`src/gbk_pkg.sv`:
```
`timescale 1ns / 1ps

package gbk_pkg;

  // Screen limits: a row or column step beyond these clips the glyph
  localparam int unsigned SCREEN_WIDTH  = 480;
  localparam int unsigned SCREEN_HEIGHT = 800;

  // GBK code reduction constants
  localparam logic [7:0] CODE_HIGH_BASE = 8'h81;
  localparam logic [7:0] CODE_LOW_BASE  = 8'h40;
  localparam logic [7:0] CODE_LOW_SKIP  = 8'h41;
  localparam logic [7:0] CODE_LOW_GAP   = 8'h7F;
  localparam logic [7:0] CODES_PER_ROW  = 8'd190;

  // Glyph sizes
  localparam logic [7:0] SMALL_BYTES  = 8'd32;
  localparam logic [7:0] LARGE_BYTES  = 8'd128;
  localparam logic [9:0] SMALL_HEIGHT = 10'd16;
  localparam logic [9:0] LARGE_HEIGHT = 10'd32;

  // Stream widths
  localparam int unsigned IN_DATA_W  = 64;
  localparam int unsigned OUT_DATA_W = 72;

  typedef enum logic [1:0] {
    KIND_FETCH = 2'd0,
    KIND_PIXEL = 2'd1,
    KIND_ABORT = 2'd2,
    KIND_DONE  = 2'd3
  } kind_e;

  typedef enum logic {
    MODE_START = 1'b0,
    MODE_BYTE  = 1'b1
  } mode_e;

  // All results of one input transaction: pixel writes for the set bits in
  // mask (MSB first, row = row + bit distance from MSB), then, if fin is set, one final result
  typedef struct packed {
    logic [7:0]  mask;
    logic        fin;
    kind_e       fin_kind;
    logic [9:0]  col;
    logic [9:0]  row;
    logic [15:0] color;
    logic [21:0] offset;
    logic [7:0]  nbytes;
  } bundle_t;

endpackage

```
`src/gbk_glyph_rasterizer.sv`:
```
`timescale 1ns / 1ps

// Results of a transaction are registered in a two-entry result queue before they are offered.
// Throughput: one input transaction per cycle while the second result slot is free; a
// glyph byte yields up to eight pixel writes plus one final result, one per cycle while
// the result port is ready, and a start yields one fetch request.
// A two-entry result queue sets how far input can run ahead.
// Reset: asynchronous, active low; clears the glyph state and empties the result queue.
module gbk_glyph_rasterizer
  import gbk_pkg::*;
(
  input  logic                  clk_i,
  input  logic                  rst_ni,
  input  logic                  s_axis_tvalid,
  output logic                  s_axis_tready,
  // [7:0] code_high, [15:8] code_low, [16] large_font, [26:17] start_x,
  // [36:27] start_y, [52:37] ink_color, [60:53] glyph_byte, [63:61] zero
  input  logic [IN_DATA_W-1:0]  s_axis_tdata,
  // [0] mode
  input  logic                  s_axis_tuser,
  output logic                  m_axis_tvalid,
  input  logic                  m_axis_tready,
  // [21:0] font_offset, [29:22] fetch_bytes, [39:30] pixel_x, [49:40] pixel_y,
  // [65:50] pixel_color, [71:66] zero
  output logic [OUT_DATA_W-1:0] m_axis_tdata,
  // [1:0] kind
  output logic [1:0]            m_axis_tuser,
  output logic                  m_axis_tlast
);

  // Input field split
  logic [7:0]  in_code_high;
  logic [7:0]  in_code_low;
  logic        in_large;
  logic [9:0]  in_start_x;
  logic [9:0]  in_start_y;
  logic [15:0] in_color;
  logic [7:0]  in_byte;

  assign in_code_high = s_axis_tdata[7:0];
  assign in_code_low  = s_axis_tdata[15:8];
  assign in_large     = s_axis_tdata[16];
  assign in_start_x   = s_axis_tdata[26:17];
  assign in_start_y   = s_axis_tdata[36:27];
  assign in_color     = s_axis_tdata[52:37];
  assign in_byte      = s_axis_tdata[60:53];

  // Glyph state
  logic [9:0]  cur_col_q, cur_col_d;
  logic [9:0]  cur_row_q, cur_row_d;
  logic [9:0]  glyph_top_q, glyph_top_d;
  logic [7:0]  bytes_left_q, bytes_left_d;
  logic        big_glyph_q, big_glyph_d;
  logic [15:0] color_q, color_d;
  logic        active_q, active_d;

  // Result queue: slot0 is the head shown on the output
  bundle_t slot0_q, slot0_d, slot1_q, slot1_d;
  logic    v0_q, v0_d, v1_q, v1_d;

  logic    in_acc;
  logic    out_acc;
  logic    push;
  bundle_t new_b;

  assign s_axis_tready = ~v1_q;
  assign in_acc        = s_axis_tvalid & s_axis_tready;

  // Start: reduce the code and compute the glyph offset
  logic [7:0]  hi_red;
  logic [7:0]  lo_red;
  logic [15:0] code_index;
  logic [21:0] start_offset;

  always_comb begin
    hi_red = in_code_high - CODE_HIGH_BASE;
    lo_red = (in_code_low < CODE_LOW_GAP) ? (in_code_low - CODE_LOW_BASE)
                                          : (in_code_low - CODE_LOW_SKIP);
    code_index   = ({8'd0, hi_red} * {8'd0, CODES_PER_ROW}) + {8'd0, lo_red};
    start_offset = in_large ? 22'({code_index, 7'd0}) : 22'({code_index, 5'd0});
  end

  // Byte: walk the column and find the first row step past the screen
  logic [10:0] row_inc [8];
  logic [7:0]  pix_mask;
  logic        row_clip;
  logic [9:0]  clip_row;
  logic [9:0]  row_end;
  logic [9:0]  height;
  logic [10:0] col_inc;
  logic        col_wrap;
  logic        col_clip;
  logic [7:0]  bytes_dec;

  always_comb begin
    row_clip = 1'b0;
    clip_row = cur_row_q;
    pix_mask = '0;
    for (int i = 0; i < 8; i++) begin
      row_inc[i] = {1'b0, cur_row_q} + 11'(i + 1);
      if (!row_clip) begin
        pix_mask[7-i] = in_byte[7-i];
        if (row_inc[i] > 11'(SCREEN_HEIGHT)) begin
          row_clip = 1'b1;
          clip_row = row_inc[i][9:0];
        end
      end
    end
    row_end   = row_inc[7][9:0];
    height    = big_glyph_q ? LARGE_HEIGHT : SMALL_HEIGHT;
    col_wrap  = (10'(row_end - glyph_top_q) == height);
    col_inc   = {1'b0, cur_col_q} + 11'd1;
    col_clip  = col_wrap && (col_inc > 11'(SCREEN_WIDTH));
    bytes_dec = bytes_left_q - 8'd1;
  end

  // Next glyph state and the result bundle of this transaction
  always_comb begin
    cur_col_d    = cur_col_q;
    cur_row_d    = cur_row_q;
    glyph_top_d  = glyph_top_q;
    bytes_left_d = bytes_left_q;
    big_glyph_d  = big_glyph_q;
    color_d      = color_q;
    active_d     = active_q;
    push         = 1'b0;

    new_b          = '0;
    new_b.col      = cur_col_q;
    new_b.row      = cur_row_q;
    new_b.color    = color_q;
    new_b.fin_kind = KIND_DONE;

    if (in_acc) begin
      if (s_axis_tuser == MODE_START) begin
        cur_col_d      = in_start_x;
        cur_row_d      = in_start_y;
        glyph_top_d    = in_start_y;
        bytes_left_d   = in_large ? LARGE_BYTES : SMALL_BYTES;
        big_glyph_d    = in_large;
        color_d        = in_color;
        active_d       = 1'b1;
        new_b.fin      = 1'b1;
        new_b.fin_kind = KIND_FETCH;
        new_b.offset   = start_offset;
        new_b.nbytes   = in_large ? LARGE_BYTES : SMALL_BYTES;
        push           = 1'b1;
      end else if (active_q) begin
        new_b.mask = pix_mask;
        if (row_clip) begin
          cur_row_d      = clip_row;
          active_d       = 1'b0;
          new_b.fin      = 1'b1;
          new_b.fin_kind = KIND_ABORT;
        end else begin
          bytes_left_d = bytes_dec;
          cur_row_d    = col_wrap ? glyph_top_q : row_end;
          if (col_wrap) begin
            cur_col_d = col_inc[9:0];
          end
          if (col_clip) begin
            active_d       = 1'b0;
            new_b.fin      = 1'b1;
            new_b.fin_kind = KIND_ABORT;
          end else if (bytes_dec == 8'd0) begin
            active_d       = 1'b0;
            new_b.fin      = 1'b1;
            new_b.fin_kind = KIND_DONE;
          end
        end
        push = (|pix_mask) | new_b.fin;
      end
    end
  end

  // Head decode: pick the topmost pending pixel, else the final result
  logic       has_pix;
  logic [2:0] pix_sel;
  logic [7:0] mask_after;
  logic       head_last;
  kind_e      head_kind;

  always_comb begin
    has_pix    = 1'b0;
    pix_sel    = '0;
    mask_after = slot0_q.mask;
    for (int i = 0; i < 8; i++) begin
      if (!has_pix && slot0_q.mask[7-i]) begin
        has_pix = 1'b1;
        pix_sel = 3'(i);
        mask_after[7-i] = 1'b0;
      end
    end
    head_last = has_pix ? ((mask_after == 8'd0) && !slot0_q.fin) : 1'b1;
    head_kind = has_pix ? KIND_PIXEL : slot0_q.fin_kind;
  end

  assign out_acc = m_axis_tvalid & m_axis_tready;

  // Drive the result channel from the head slot
  always_comb begin
    m_axis_tvalid = v0_q;
    m_axis_tuser  = head_kind;
    m_axis_tlast  = head_last;
    m_axis_tdata  = '0;
    if (head_kind == KIND_PIXEL) begin
      m_axis_tdata[39:30] = slot0_q.col;
      m_axis_tdata[49:40] = slot0_q.row + {7'd0, pix_sel};
      m_axis_tdata[65:50] = slot0_q.color;
    end else if (head_kind == KIND_FETCH) begin
      m_axis_tdata[21:0]  = slot0_q.offset;
      m_axis_tdata[29:22] = slot0_q.nbytes;
    end
  end

  // Advance the queue: retire pixels, pop finished bundles, push new ones
  always_comb begin
    v0_d    = v0_q;
    v1_d    = v1_q;
    slot0_d = slot0_q;
    slot1_d = slot1_q;
    if (out_acc && !head_last) begin
      slot0_d.mask = mask_after;
    end
    if (out_acc && head_last) begin
      if (v1_q) begin
        slot0_d = slot1_q;
        v0_d    = 1'b1;
        slot1_d = new_b;
        v1_d    = push;
      end else begin
        slot0_d = new_b;
        v0_d    = push;
      end
    end else if (push) begin
      if (!v0_q) begin
        slot0_d = new_b;
        v0_d    = 1'b1;
      end else begin
        slot1_d = new_b;
        v1_d    = 1'b1;
      end
    end
  end

  // Control and glyph state registers
  always_ff @(posedge clk_i or negedge rst_ni) begin
    if (!rst_ni) begin
      cur_col_q    <= '0;
      cur_row_q    <= '0;
      glyph_top_q  <= '0;
      bytes_left_q <= '0;
      big_glyph_q  <= 1'b0;
      color_q      <= '0;
      active_q     <= 1'b0;
      v0_q         <= 1'b0;
      v1_q         <= 1'b0;
    end else begin
      cur_col_q    <= cur_col_d;
      cur_row_q    <= cur_row_d;
      glyph_top_q  <= glyph_top_d;
      bytes_left_q <= bytes_left_d;
      big_glyph_q  <= big_glyph_d;
      color_q      <= color_d;
      active_q     <= active_d;
      v0_q         <= v0_d;
      v1_q         <= v1_d;
    end
  end

  // Result payload registers
  always_ff @(posedge clk_i) begin
    slot0_q <= slot0_d;
    slot1_q <= slot1_d;
  end

`ifndef NO_ASSERTIONS
  // The second slot only fills behind a held head
  a_queue_order: assert property (@(posedge clk_i) disable iff (!rst_ni)
    v1_q |-> v0_q)
    else $error("second result slot valid with empty head");

  // A held bundle always has a result left to deliver
  a_head_nonempty: assert property (@(posedge clk_i) disable iff (!rst_ni)
    v0_q |-> ((|slot0_q.mask) || slot0_q.fin))
    else $error("head bundle holds no result");

  // Bitmap bytes only produce results while a glyph is in progress
  a_byte_needs_glyph: assert property (@(posedge clk_i) disable iff (!rst_ni)
    (push && (s_axis_tuser == MODE_BYTE)) |-> active_q)
    else $error("results from a byte with no glyph in progress");

  // A fetch request ends the results of its start transaction
  a_fetch_last: assert property (@(posedge clk_i) disable iff (!rst_ni)
    (m_axis_tvalid && (m_axis_tuser == KIND_FETCH)) |-> m_axis_tlast)
    else $error("fetch request not marked last");
`endif

endmodule

```
`config.mk`:
```
export PLATFORM = sky130hd
export DESIGN_NAME = gbk_glyph_rasterizer
export DESIGN_NICKNAME = d
export VERILOG_FILES = /design/src/gbk_pkg.sv /design/src/gbk_glyph_rasterizer.sv
export SDC_FILE = /design/constraint.sdc
export NUM_CORES = 1
export LEC_CHECK = 0
export BUFFER_PORTS_ARGS = -buffer_cell sky130_fd_sc_hd__buf_2
export CELL_PAD_IN_SITES_DETAIL_PLACEMENT = 0
export CELL_PAD_IN_SITES_GLOBAL_PLACEMENT = 1
export CORE_ASPECT_RATIO = 1.25
export CORE_MARGIN = 2
export CORE_UTILIZATION = 46
export CTS_CLUSTER_SIZE = 8
export DETAILED_ROUTE_END_ITERATION = 8
export PLACE_DENSITY = 0.93
export SYNTH_ARGS = -nofsm -noshare
export SYNTH_HDL_FRONTEND = slang
export SYNTH_SLANG_ARGS = --single-unit
```
`constraint.sdc`:
```
create_clock -name clk_i -period 8.5 [get_ports clk_i]
set_input_delay 1.7 -clock clk_i [delete_from_list [all_inputs] [get_ports clk_i]]
set_output_delay 1.7 -clock clk_i [all_outputs]
set_load 0.03 [all_outputs]
```
==> flow_summary.ini, run 1 <==
[timing]
drv_slew = 0
totalNegativeSetupSlack_ns = 0
skew_ns = 0.0125
max_freq_mhz = 129
tightestPinTransition_ns = 1.04
report.final.hold_viol_count = 0
report.final.setup_viol = 0
finalCritPeriodShare = 0.909
timing.max_slew.rel_slack = 0.307
setup_repair_after_global_routing_missed_its_margin = no
timing.final.crit_period_ns = 7.73

[setup_path]
critical_path_peak_fanout = 5
crit_type = in -> reg
cp_data_required_time_ns = 8.81
worst-path-buf-inv = 4
cp_top_family = adder cells
crit_path_max_incr_delay_ns = 0.53
timing.reg2reg.setup_slack_ns = 2.79
path_common_cell = sky130_fd_sc_hd__ha_1
worstReg2RegStart = cur_row_q[2]$_DFFE_PN0P_
critical_path.endpoint_type = flop
setup.worst_path.start = s_axis_tdata[0]
timing.critical_path.arrival_ns = 8.04
startpoint_type = input port
cp_slowest_cell = sky130_fd_sc_hd__fa_1

[global_route]
antenna_found_initial = 3
grt_first_pass_wirelength_mm = 61.7
global_route.usage.total = 0.245
grt_overflow_total = 0
grt_pass1_vias = 11800
largest_net_degree_at_the_start_of_global_routing = 71

[cts]
h-tree-depth = 4
cts.clk_slew.worst_paths_ns = 0.08
post_cts_hold_buffer_count = 0
cts.root.buffer_cell = sky130_fd_sc_hd__clkbuf_16
cts_tree = yes
numCtsBuffers = 17
cts-root-to-sink-buffers = 2
clkSinkCount = 190
postCtsSetupRepairBufs = 0
clock_insertion_delay_worst_skew_ns = 0.44

[placed_design]
placedCellCount = 1980
post_dp_cell_area_um2 = 14800
place.gp.congestion = 0.967
place.port_buffers = 125
detailed_place_hpwl_mm = 28.0

[die]
floorplan.io_pins = 146
core-area_um2 = 29900
die_height_um = 198
design.die.area_um2 = 31600
die_width_um = 159
rows = 71
floorplan.initialDensity = 0.464

[cells_and_area]
signed_area_change_from_the_synthesized_netlist_to_the_final_layout_pct = 11.1
layout-drive-gt1-share = 0.129
most_common_cell_after_layout_fill_and_taps_aside = sky130_fd_sc_hd__nand2_1
layout.cells.most_common_list = sky130_fd_sc_hd__nand2_1, sky130_fd_sc_hd__buf_2, sky130_fd_sc_hd__edfxtp_1
design_area_um2 = 15400
final_net_count = 1760
final-instance-count-excl-fill = 2014

[power_and_ir_drop]
power-per-cell-area_nw_per_um2 = 464
leakagePower_nw = 6.54
p_total_mw = 7.16
power.ir.vdd_worst_v = 0.000251

[synthesis]
synth_top_cell_area_share = 0.268
proportion_of_synthesized_flip_flops_having_asynchronous_set_or_reset = 0.305
syn_avg_cell_area_um2 = 9.16
synth_largest_area_cell = sky130_fd_sc_hd__edfxtp_1
netlist-cell-type-count = 86
number_of_flops_mapped_to_enable_cells_by_yosys = 124
synth_flop_cell = sky130_fd_sc_hd__edfxtp_1
mapped_cell_area_um2 = 13900
yosysWarnings = 0
ys_seq_elements = 190
synth_seq_area_share = 0.384
post_synth_inst_count = 1516
synth_area_leaders = sky130_fd_sc_hd__edfxtp_1, sky130_fd_sc_hd__dfrtp_1, sky130_fd_sc_hd__ha_1, sky130_fd_sc_hd__nand2_1, sky130_fd_sc_hd__nor2_1

[route]
detail_route.first_pass.iterations = 5
dr_total_vias = 12000
wl_mm = 38.7
route.antenna.remaining_nets = 0
vias_per_cell = 5.97
detailedRoute.firstIterationViolations = 865
avgRoutedWirePerCell_um = 19.2
drc_errors = 0

[worst_hold_path]
holdCritStartpoint = color_q[13]$_DFFE_PN0P_
hold_class = reg -> reg

[outcome]
run_status = completed

[job]
drv_cap = 0
[state kept, by name, summed over array words and instances, names as in the netlist]
signal,count
slot0_q,66
slot1_q,66
color_q,16
cur_col_q,10
cur_row_q,10
glyph_top_q,10
bytes_left_q,8
active_q,1
big_glyph_q,1
m_axis_tvalid,1
v1_q,1
[power by group]
part | switching (mW) | leakage [nW] | internal (mW) | total [mW]
sequential | 0.264 | 1.97 | 1.55 | 1.81
clock | 0.421 | 0.313 | 0.437 | 0.858
combinational | 2.90 | 4.25 | 1.58 | 4.49
total | 3.59 | 6.54 | 3.57 | 7.16
[cells in the mapped netlist (21+ instances only)]
cell type and instances:
sky130_fd_sc_hd__a21oi_1 85, sky130_fd_sc_hd__a22o_1 50, sky130_fd_sc_hd__and2_1 44, sky130_fd_sc_hd__and3_1 51
sky130_fd_sc_hd__buf_4 22, sky130_fd_sc_hd__clkbuf_1 58, sky130_fd_sc_hd__dfrtp_1 58, sky130_fd_sc_hd__edfxtp_1 124
sky130_fd_sc_hd__ha_1 73, sky130_fd_sc_hd__inv_1 78, sky130_fd_sc_hd__mux2i_1 21, sky130_fd_sc_hd__nand2_1 153
sky130_fd_sc_hd__nand3_1 39, sky130_fd_sc_hd__nor2_1 120, sky130_fd_sc_hd__nor3_1 31, sky130_fd_sc_hd__o21ai_0 83
sky130_fd_sc_hd__xnor2_1 42, sky130_fd_sc_hd__xor2_1 34
[path summary, 6_finish.rpt]
| kind | end | depth (start not counted) |
|---|---|---|
| min in group asynchronous | cur_col_q[8]$_DFFE_PN0P_ | 2 |
| max | slot0_q[28]$_DFFE_PP_ | 26 |
| min | slot1_q[43]$_DFFE_PP_ | 0 |
| max reg2reg | slot0_q[15]$_DFFE_PP_ | 14 |
| min reg2reg | slot1_q[43]$_DFFE_PP_ | 0 |
| max in group asynchronous | cur_col_q[1]$_DFFE_PN0P_ | 2 |
[layout make-up]
type / count / area [um2]
diodes: 2 / 5.00
flip-flops and latches: 190 / 5340
inverters: 82 / 310
clock buffers: 17 / 425
well taps: 401 / 502
repair buffers: 149 / 806
clock inverters: 15 / 228
fillers: 2737 / 14500
multi-input cells: 1158 / 7820
[kinds of logic after synthesis]
kind of cell,after synthesis,share of synthesized area
flops,190,0.384
xor+xnor,77,0.0496
mux,24,0.0176
compound gates,413,0.204
simple gates,533,0.190
fa+ha+maj,94,0.0953
buf+inv,184,0.0588
other cells,1,0.000270
[layer usage]
layer  wire, um  up-vias  GRT usage
li1           -     5691          -
met1      15600     5804      0.294
met2      19400      451      0.436
met3       2280       83     0.0335
met4       1390        2      0.112
met5         13        -          0
[repair_timing]
item,CTS,global route
resized for setup,0,1
endpoints found under the hold margin,0,0
setup endpoints to repair,0,1
[per-stage QoR]
| step | worst slack [ns] | hold WS, ns | util |
|---|---|---|---|
| finish | 0.775 | 0.477 | 0.515 |
| global route | 0.205 | 0.485 | 0.515 |
| CTS | 0.513 | 0.476 | 0.515 |
| detailed placement | 0.0699 | 0.466 | 0.493 |
| global placement | 0.150 | 0.457 | 0.493 |
| floorplan | 0.971 | 0.420 | - |
(Power assumes the default switching activity.)
==> run 2: changes to the inputs <==
--- a/config.mk
+++ b/config.mk
@@ -13,7 +13,7 @@
 export CORE_UTILIZATION = 46
 export CTS_CLUSTER_SIZE = 8
 export DETAILED_ROUTE_END_ITERATION = 8
-export PLACE_DENSITY = 0.93
+export PLACE_DENSITY = 0.8
 export SYNTH_ARGS = -nofsm -noshare
 export SYNTH_HDL_FRONTEND = slang
 export SYNTH_SLANG_ARGS = --single-unit
==> run 2 against run 1 <==
Compared with the run above:
- first-iteration DRC count up 5.1%
- final cell count about the same
- via count down 0.92%
- routed wire length up 0.63%
- hold slack worse by 0.0055 ns
- combinational power hardly changed
- critical path type unchanged
- maximum frequency fell by 1.1%
==> flow_summary.ini, run 2 (same netlist as run 1, synthesis figures left out) <==
[timing]
drv_slew = 0
skew_ns = 0.0132
finalCritPeriodShare = 0.919
timing.final.crit_period_ns = 7.81
timing.max_slew.rel_slack = 0.361
report.final.hold_viol_count = 0
max_freq_mhz = 128
tightestPinTransition_ns = 0.951
worst_slack_ns = 0.686
report.final.setup_viol = 0
totalNegativeSetupSlack_ns = 0
worst_hold_slack_across_all_endpoints_ns = 0.471
setup_repair_after_global_routing_missed_its_margin = no

[placed_design]
detailed_place_hpwl_mm = 27.9
place.gp.congestion = 0.938
worst_slack_at_placement_ns = 0.219
placedCellCount = 1980
place.port_buffers = 125
post_dp_cell_area_um2 = 14800

[setup_path]
cp_top_family = adder cells
cp_slowest_cell = sky130_fd_sc_hd__a2111oi_0
cp_data_required_time_ns = 8.82
crit-reg2reg-capture = slot0_q[17]$_DFFE_PP_
crit_path_max_incr_delay_ns = 0.60
timing.reg2reg.setup_slack_ns = 2.36
r2r.worst_path.cells = 13
critical_path_peak_fanout = 5
path_common_cell = sky130_fd_sc_hd__inv_1
critical_path.endpoint_type = flop
timing.critical_path.arrival_ns = 8.13
crit_type = in -> reg
worstReg2RegStart = cur_row_q[3]$_DFFE_PN0P_
startpoint_type = input port
worst-path-buf-inv = 6

[cts]
numCtsBuffers = 17
clock_insertion_delay_worst_skew_ns = 0.45
h-tree-depth = 4
post_cts_hold_buffer_count = 0
cts.clk_slew.worst_paths_ns = 0.07
postCtsSetupRepairBufs = 0
post_cts_resized = 0
cts-root-to-sink-buffers = 2
clkSinkCount = 190
cts_tree = yes
cts.root.buffer_cell = sky130_fd_sc_hd__clkbuf_16

[worst_hold_path]
whs_path_depth = 0
hold_class = reg -> reg
holdPathEnd = slot1_q[33]$_DFFE_PP_
holdCritStartpoint = color_q[3]$_DFFE_PN0P_

[die]
die_height_um = 198
rows = 71
design.die.area_um2 = 31600
core-area_um2 = 29900
floorplan.io_pins = 146
die_width_um = 159
floorplan.initialDensity = 0.464

[cells_and_area]
seq_area_um2 = 5340
layout-drive-gt1-share = 0.127
registers_with_the_most_flip_flops = slot0_q: 66 flops, slot1_q: 66 flops, color_q: 16 flops
final_net_count = 1760
most_common_cell_after_layout_fill_and_taps_aside = sky130_fd_sc_hd__nand2_1
final-instance-count-excl-fill = 2013
multi_input_logic_area_um2 = 7810
signed_area_change_from_the_synthesized_netlist_to_the_final_layout_pct = 10.7
design_area_um2 = 15400
layout.cells.most_common_list = sky130_fd_sc_hd__nand2_1, sky130_fd_sc_hd__buf_2, sky130_fd_sc_hd__edfxtp_1
layout.filler_cells = 2824

[route]
wl_mm = 38.9
avgRoutedWirePerCell_um = 19.3
drc_errors = 0
vias_per_cell = 5.92
route.antenna.remaining_nets = 0
detail_route.first_pass.iterations = 6
dr_total_vias = 11900
detailedRoute.firstIterationViolations = 909

[power_and_ir_drop]
power.ir.vdd_worst_v = 0.000325
power-per-cell-area_nw_per_um2 = 463
leakagePower_nw = 6.51

[outcome]
run_status = completed

[global_route]
antenna_found_initial = 1
largest_net_degree_at_the_start_of_global_routing = 71
global_route.usage.total = 0.246
grt_first_pass_wirelength_mm = 61.8
grt_overflow_total = 0
grt_pass1_vias = 11500

[job]
drv_cap = 0
-- run 2: worst reg2reg max path, stage by stage (launching register included) --
cell and delay (ns):
sky130_fd_sc_hd__dfrtp_1 0.93, sky130_fd_sc_hd__ha_1 0.28, sky130_fd_sc_hd__buf_4 0.26, sky130_fd_sc_hd__nand4_1 0.44
sky130_fd_sc_hd__nor2_1 0.32, sky130_fd_sc_hd__o21ai_0 0.14, sky130_fd_sc_hd__o31ai_1 0.73, sky130_fd_sc_hd__nand2_1 0.42
sky130_fd_sc_hd__a21o_1 0.28, sky130_fd_sc_hd__a211oi_1 0.40, sky130_fd_sc_hd__nand4_4 0.19, sky130_fd_sc_hd__a21oi_4 0.64
sky130_fd_sc_hd__inv_4 0.50, sky130_fd_sc_hd__a22o_1 0.36
-- run 2: cell type report --
cell class,instances,area share
diodes,1,0.000163
inverters,82,0.0202
flip-flops and latches,190,0.347
repair buffers,149,0.0533
clock buffers,19,0.0288
multi-input cells,1158,0.508
well taps,401,0.0327
clock inverters,13,0.00953
-- run 2: where the power goes --
group          leakage [nW]  internal, mW  switching, mW
clock network         0.288         0.402          0.404
registers              1.97          1.55          0.289
logic                  4.25          1.58           2.89
total                  6.51          3.53           3.58
-- run 2: worst max-delay path by stage --
stage                         start                     to  slack [ns]  depth (start not counted)
finish              s_axis_tdata[0]  slot0_q[28]$_DFFE_PP_        0.69                         26
global route        s_axis_tdata[0]  slot0_q[28]$_DFFE_PP_        0.08                         26
CTS                 s_axis_tdata[0]  slot0_q[28]$_DFFE_PP_        0.68                         26
detailed placement  s_axis_tdata[0]  slot0_q[28]$_DFFE_PP_        0.22                         26
global placement    s_axis_tdata[0]  slot0_q[28]$_DFFE_PP_        0.49                         26
floorplan           s_axis_tdata[0]  slot0_q[28]$_DFFE_PP_        0.97                         25
-- run 2: metal layers --
metal,vias to the layer above,wire length [um],GRT usage
li1,5687,-,-
met1,5738,16200,0.304
met2,388,19100,0.422
met3,107,1920,0.0375
met4,0,1650,0.122
met5,-,0,0
-- run 2: per-stage QoR --
step / power, mW / util
after floorplan: 5.14 / -
after global routing: 7.68 / 0.513
final: 7.12 / 0.513
after detailed placement: 6.29 / 0.493
after CTS: 7.11 / 0.513
after global placement: 6.22 / 0.493
==> run 3: changes to the inputs <==
--- a/config.mk
+++ b/config.mk
@@ -13,7 +13,9 @@
 export CORE_UTILIZATION = 46
 export CTS_CLUSTER_SIZE = 8
 export DETAILED_ROUTE_END_ITERATION = 8
+export MAX_ROUTING_LAYER = met4
 export PLACE_DENSITY = 0.8
+export RECOVER_POWER = 50
 export SYNTH_ARGS = -nofsm -noshare
 export SYNTH_HDL_FRONTEND = slang
 export SYNTH_SLANG_ARGS = --single-unit
==> run 3 against run 2 <==
Compared with the run above:
- the run now ends with capacitance limit, slew limit left
- register-to-register slack worse by 1.2 ns
- critical path depth stayed put
- total power is 1.4% lower
- clock-buffer cell count is 1 lower
- routed wire length is 0.31% higher
- clock power is 4.5% lower
- combinational power is 1% lower
- sequential cell count stayed put
- hold slack better by 0.0069 ns
- global-route usage is 0.46 points higher
- critical endpoint unchanged
==> flow_summary.ini, run 3 (same netlist as run 1, synthesis figures left out) <==
[worst_hold_path]
whs_path_depth = 0
hold_class = reg -> reg
holdPathEnd = slot1_q[45]$_DFFE_PP_
holdCritStartpoint = color_q[15]$_DFFE_PN0P_

[timing]
setup_repair_after_global_routing_missed_its_margin = no
report.final.setup_viol = 0
timing.final.crit_period_ns = 7.75
skew_ns = 0.0140
worst_slack_ns = 0.754
timing.max_slew.rel_slack = -1.34
drv_slew = 180
totalNegativeSetupSlack_ns = 0
max_freq_mhz = 129
tightestPinTransition_ns = 3.51
report.final.hold_viol_count = 0
worst_hold_slack_across_all_endpoints_ns = 0.478
finalCritPeriodShare = 0.911

[setup_path]
cp_top_family = adder cells
cp_data_required_time_ns = 8.81
cp_slowest_cell = sky130_fd_sc_hd__a2111oi_0
startpoint_type = input port
timing.critical_path.arrival_ns = 8.06
crit-reg2reg-capture = slot0_q[41]$_DFFE_PP_
r2r.worst_path.cells = 16
worstReg2RegStart = cur_row_q[4]$_DFFE_PN0P_
critical_path_peak_fanout = 5
crit_type = in -> reg
path_common_cell = sky130_fd_sc_hd__inv_1
timing.reg2reg.setup_slack_ns = 1.18
crit_path_max_incr_delay_ns = 0.56
worst-path-buf-inv = 6
setup.worst_path.start = s_axis_tdata[0]
critical_path.endpoint_type = flop

[die]
floorplan.initialDensity = 0.464
rows = 71
die_height_um = 198
die_width_um = 159
design.die.area_um2 = 31600
core-area_um2 = 29900
floorplan.io_pins = 146

[cts]
post_cts_hold_buffer_count = 0
cts-root-to-sink-buffers = 2
numCtsBuffers = 17
cts.clk_slew.worst_paths_ns = 0.07
clock_insertion_delay_worst_skew_ns = 0.44
h-tree-depth = 4
cts_tree = yes
cts.root.buffer_cell = sky130_fd_sc_hd__clkbuf_16
post_cts_resized = 0
postCtsSetupRepairBufs = 0
clkSinkCount = 190

[power_and_ir_drop]
leakagePower_nw = 6.28
power-per-cell-area_nw_per_um2 = 461
p_total_mw = 7.01
power.ir.vdd_worst_v = 0.000313

[global_route]
met3_capacity_usage_during_global_routing = 0.0346
global_route.usage.total = 0.251
grt_pass1_vias = 11300
largest_net_degree_at_the_start_of_global_routing = 71
grt_overflow_total = 0
grt_first_pass_wirelength_mm = 61.0
grt_use_met2 = 0.428
antenna_found_initial = 2
grt.busiest_layer = met2
fraction_of_met1_tracks_used_by_global_routing = 0.302

[job]
drv_cap = 5

[route]
detail_route.first_pass.iterations = 5
wl_mm = 39.0
detailedRoute.firstIterationViolations = 753
dr_total_vias = 11800
route.antenna.remaining_nets = 0
avgRoutedWirePerCell_um = 19.4
vias_per_cell = 5.87
drc_errors = 0

[placed_design]
place.port_buffers = 125
place.gp.congestion = 0.969
detailed_place_hpwl_mm = 28.2
worst_slack_at_placement_ns = 0.222

[cells_and_area]
final_net_count = 1762
layout-drive-gt1-share = 0.0918
most_common_cell_after_layout_fill_and_taps_aside = sky130_fd_sc_hd__nand2_1
layout.cells.most_common_list = sky130_fd_sc_hd__nand2_1, sky130_fd_sc_hd__edfxtp_1, sky130_fd_sc_hd__nor2_1
registers_with_the_most_flip_flops = slot0_q: 66 flops, slot1_q: 66 flops, color_q: 16 flops
signed_area_change_from_the_synthesized_netlist_to_the_final_layout_pct = 9.69

[outcome]
run_status = finished with violations
violations = capacitance limit, slew limit
## run 3: cell count changes in the layout (fill, tap and decap cells not counted), sizes merged
| cell | delta |
|---|---|
| clkbuf | +54 |
| diode | +1 |
| clkinvlp | +2 |
| inv | -2 |
| buf | -53 |
| clkinv | +1 |
## run 3: worst max path at each step
stage | to | cells past startpoint
final | slot0_q[28]$_DFFE_PP_ | 26
after global routing | slot0_q[28]$_DFFE_PP_ | 26
after CTS | slot0_q[28]$_DFFE_PP_ | 26
after detailed placement | slot0_q[28]$_DFFE_PP_ | 26
after global placement | slot0_q[28]$_DFFE_PP_ | 26
after floorplan | slot0_q[28]$_DFFE_PP_ | 25
## run 3: where the power goes
group          leakage (nW)  switching (mW)  total [mW]  internal (mW)
clock network         0.270           0.384       0.770          0.386
logic                  4.04            2.90        4.43           1.53
registers              1.97           0.268        1.81           1.55
total                  6.28            3.56        7.01           3.46
## run 3: per-stage QoR
step / util / instances / area, um2
2_1_floorplan: - / 1532 / 13900
3_3_place_gp: 0.494 / 1982 / 14800
3_5_place_dp: 0.494 / 1982 / 14800
4_1_cts: 0.513 / 2014 / 15400
5_1_grt: 0.509 / 2016 / 15200
6_report: 0.509 / 2016 / 15200
## run 3: final cells by class
type                       instances  area, um2
clock buffer                      18        429
timing repair buffer             151        732
multi-input combinational       1158       7780
tap                              401        502
sequential                       190       5340
clock inverter                    14        135
antenna                            2       5.00
fill                            2932      14700
inverter                          82        310
## run 3: worst reg2reg max path, stage by stage, from the launching register on
cell	delay, ns
sky130_fd_sc_hd__dfrtp_1	0.36
sky130_fd_sc_hd__clkbuf_1	1.17
sky130_fd_sc_hd__nand4_1	0.41
sky130_fd_sc_hd__nor2_1	0.22
sky130_fd_sc_hd__xnor2_1	0.24
sky130_fd_sc_hd__ha_1	0.30
sky130_fd_sc_hd__and3b_1	0.19
sky130_fd_sc_hd__o22ai_1	0.14
sky130_fd_sc_hd__a31oi_1	0.12
sky130_fd_sc_hd__a2111o_1	0.40
sky130_fd_sc_hd__a2111oi_0	1.43
sky130_fd_sc_hd__nand2_1	0.21
sky130_fd_sc_hd__and4_1	0.32
sky130_fd_sc_hd__nand4_1	0.24
sky130_fd_sc_hd__a21o_1	0.93
sky130_fd_sc_hd__buf_4	0.36
sky130_fd_sc_hd__a22o_1	0.15
## run 3: metal layers
metal | vias up | share of wire
met2 | 344 | 0.50
li1 | 5693 | -
met4 | 0 | 0.036
met1 | 5707 | 0.42
met5 | - | 0
met3 | 90 | 0.047
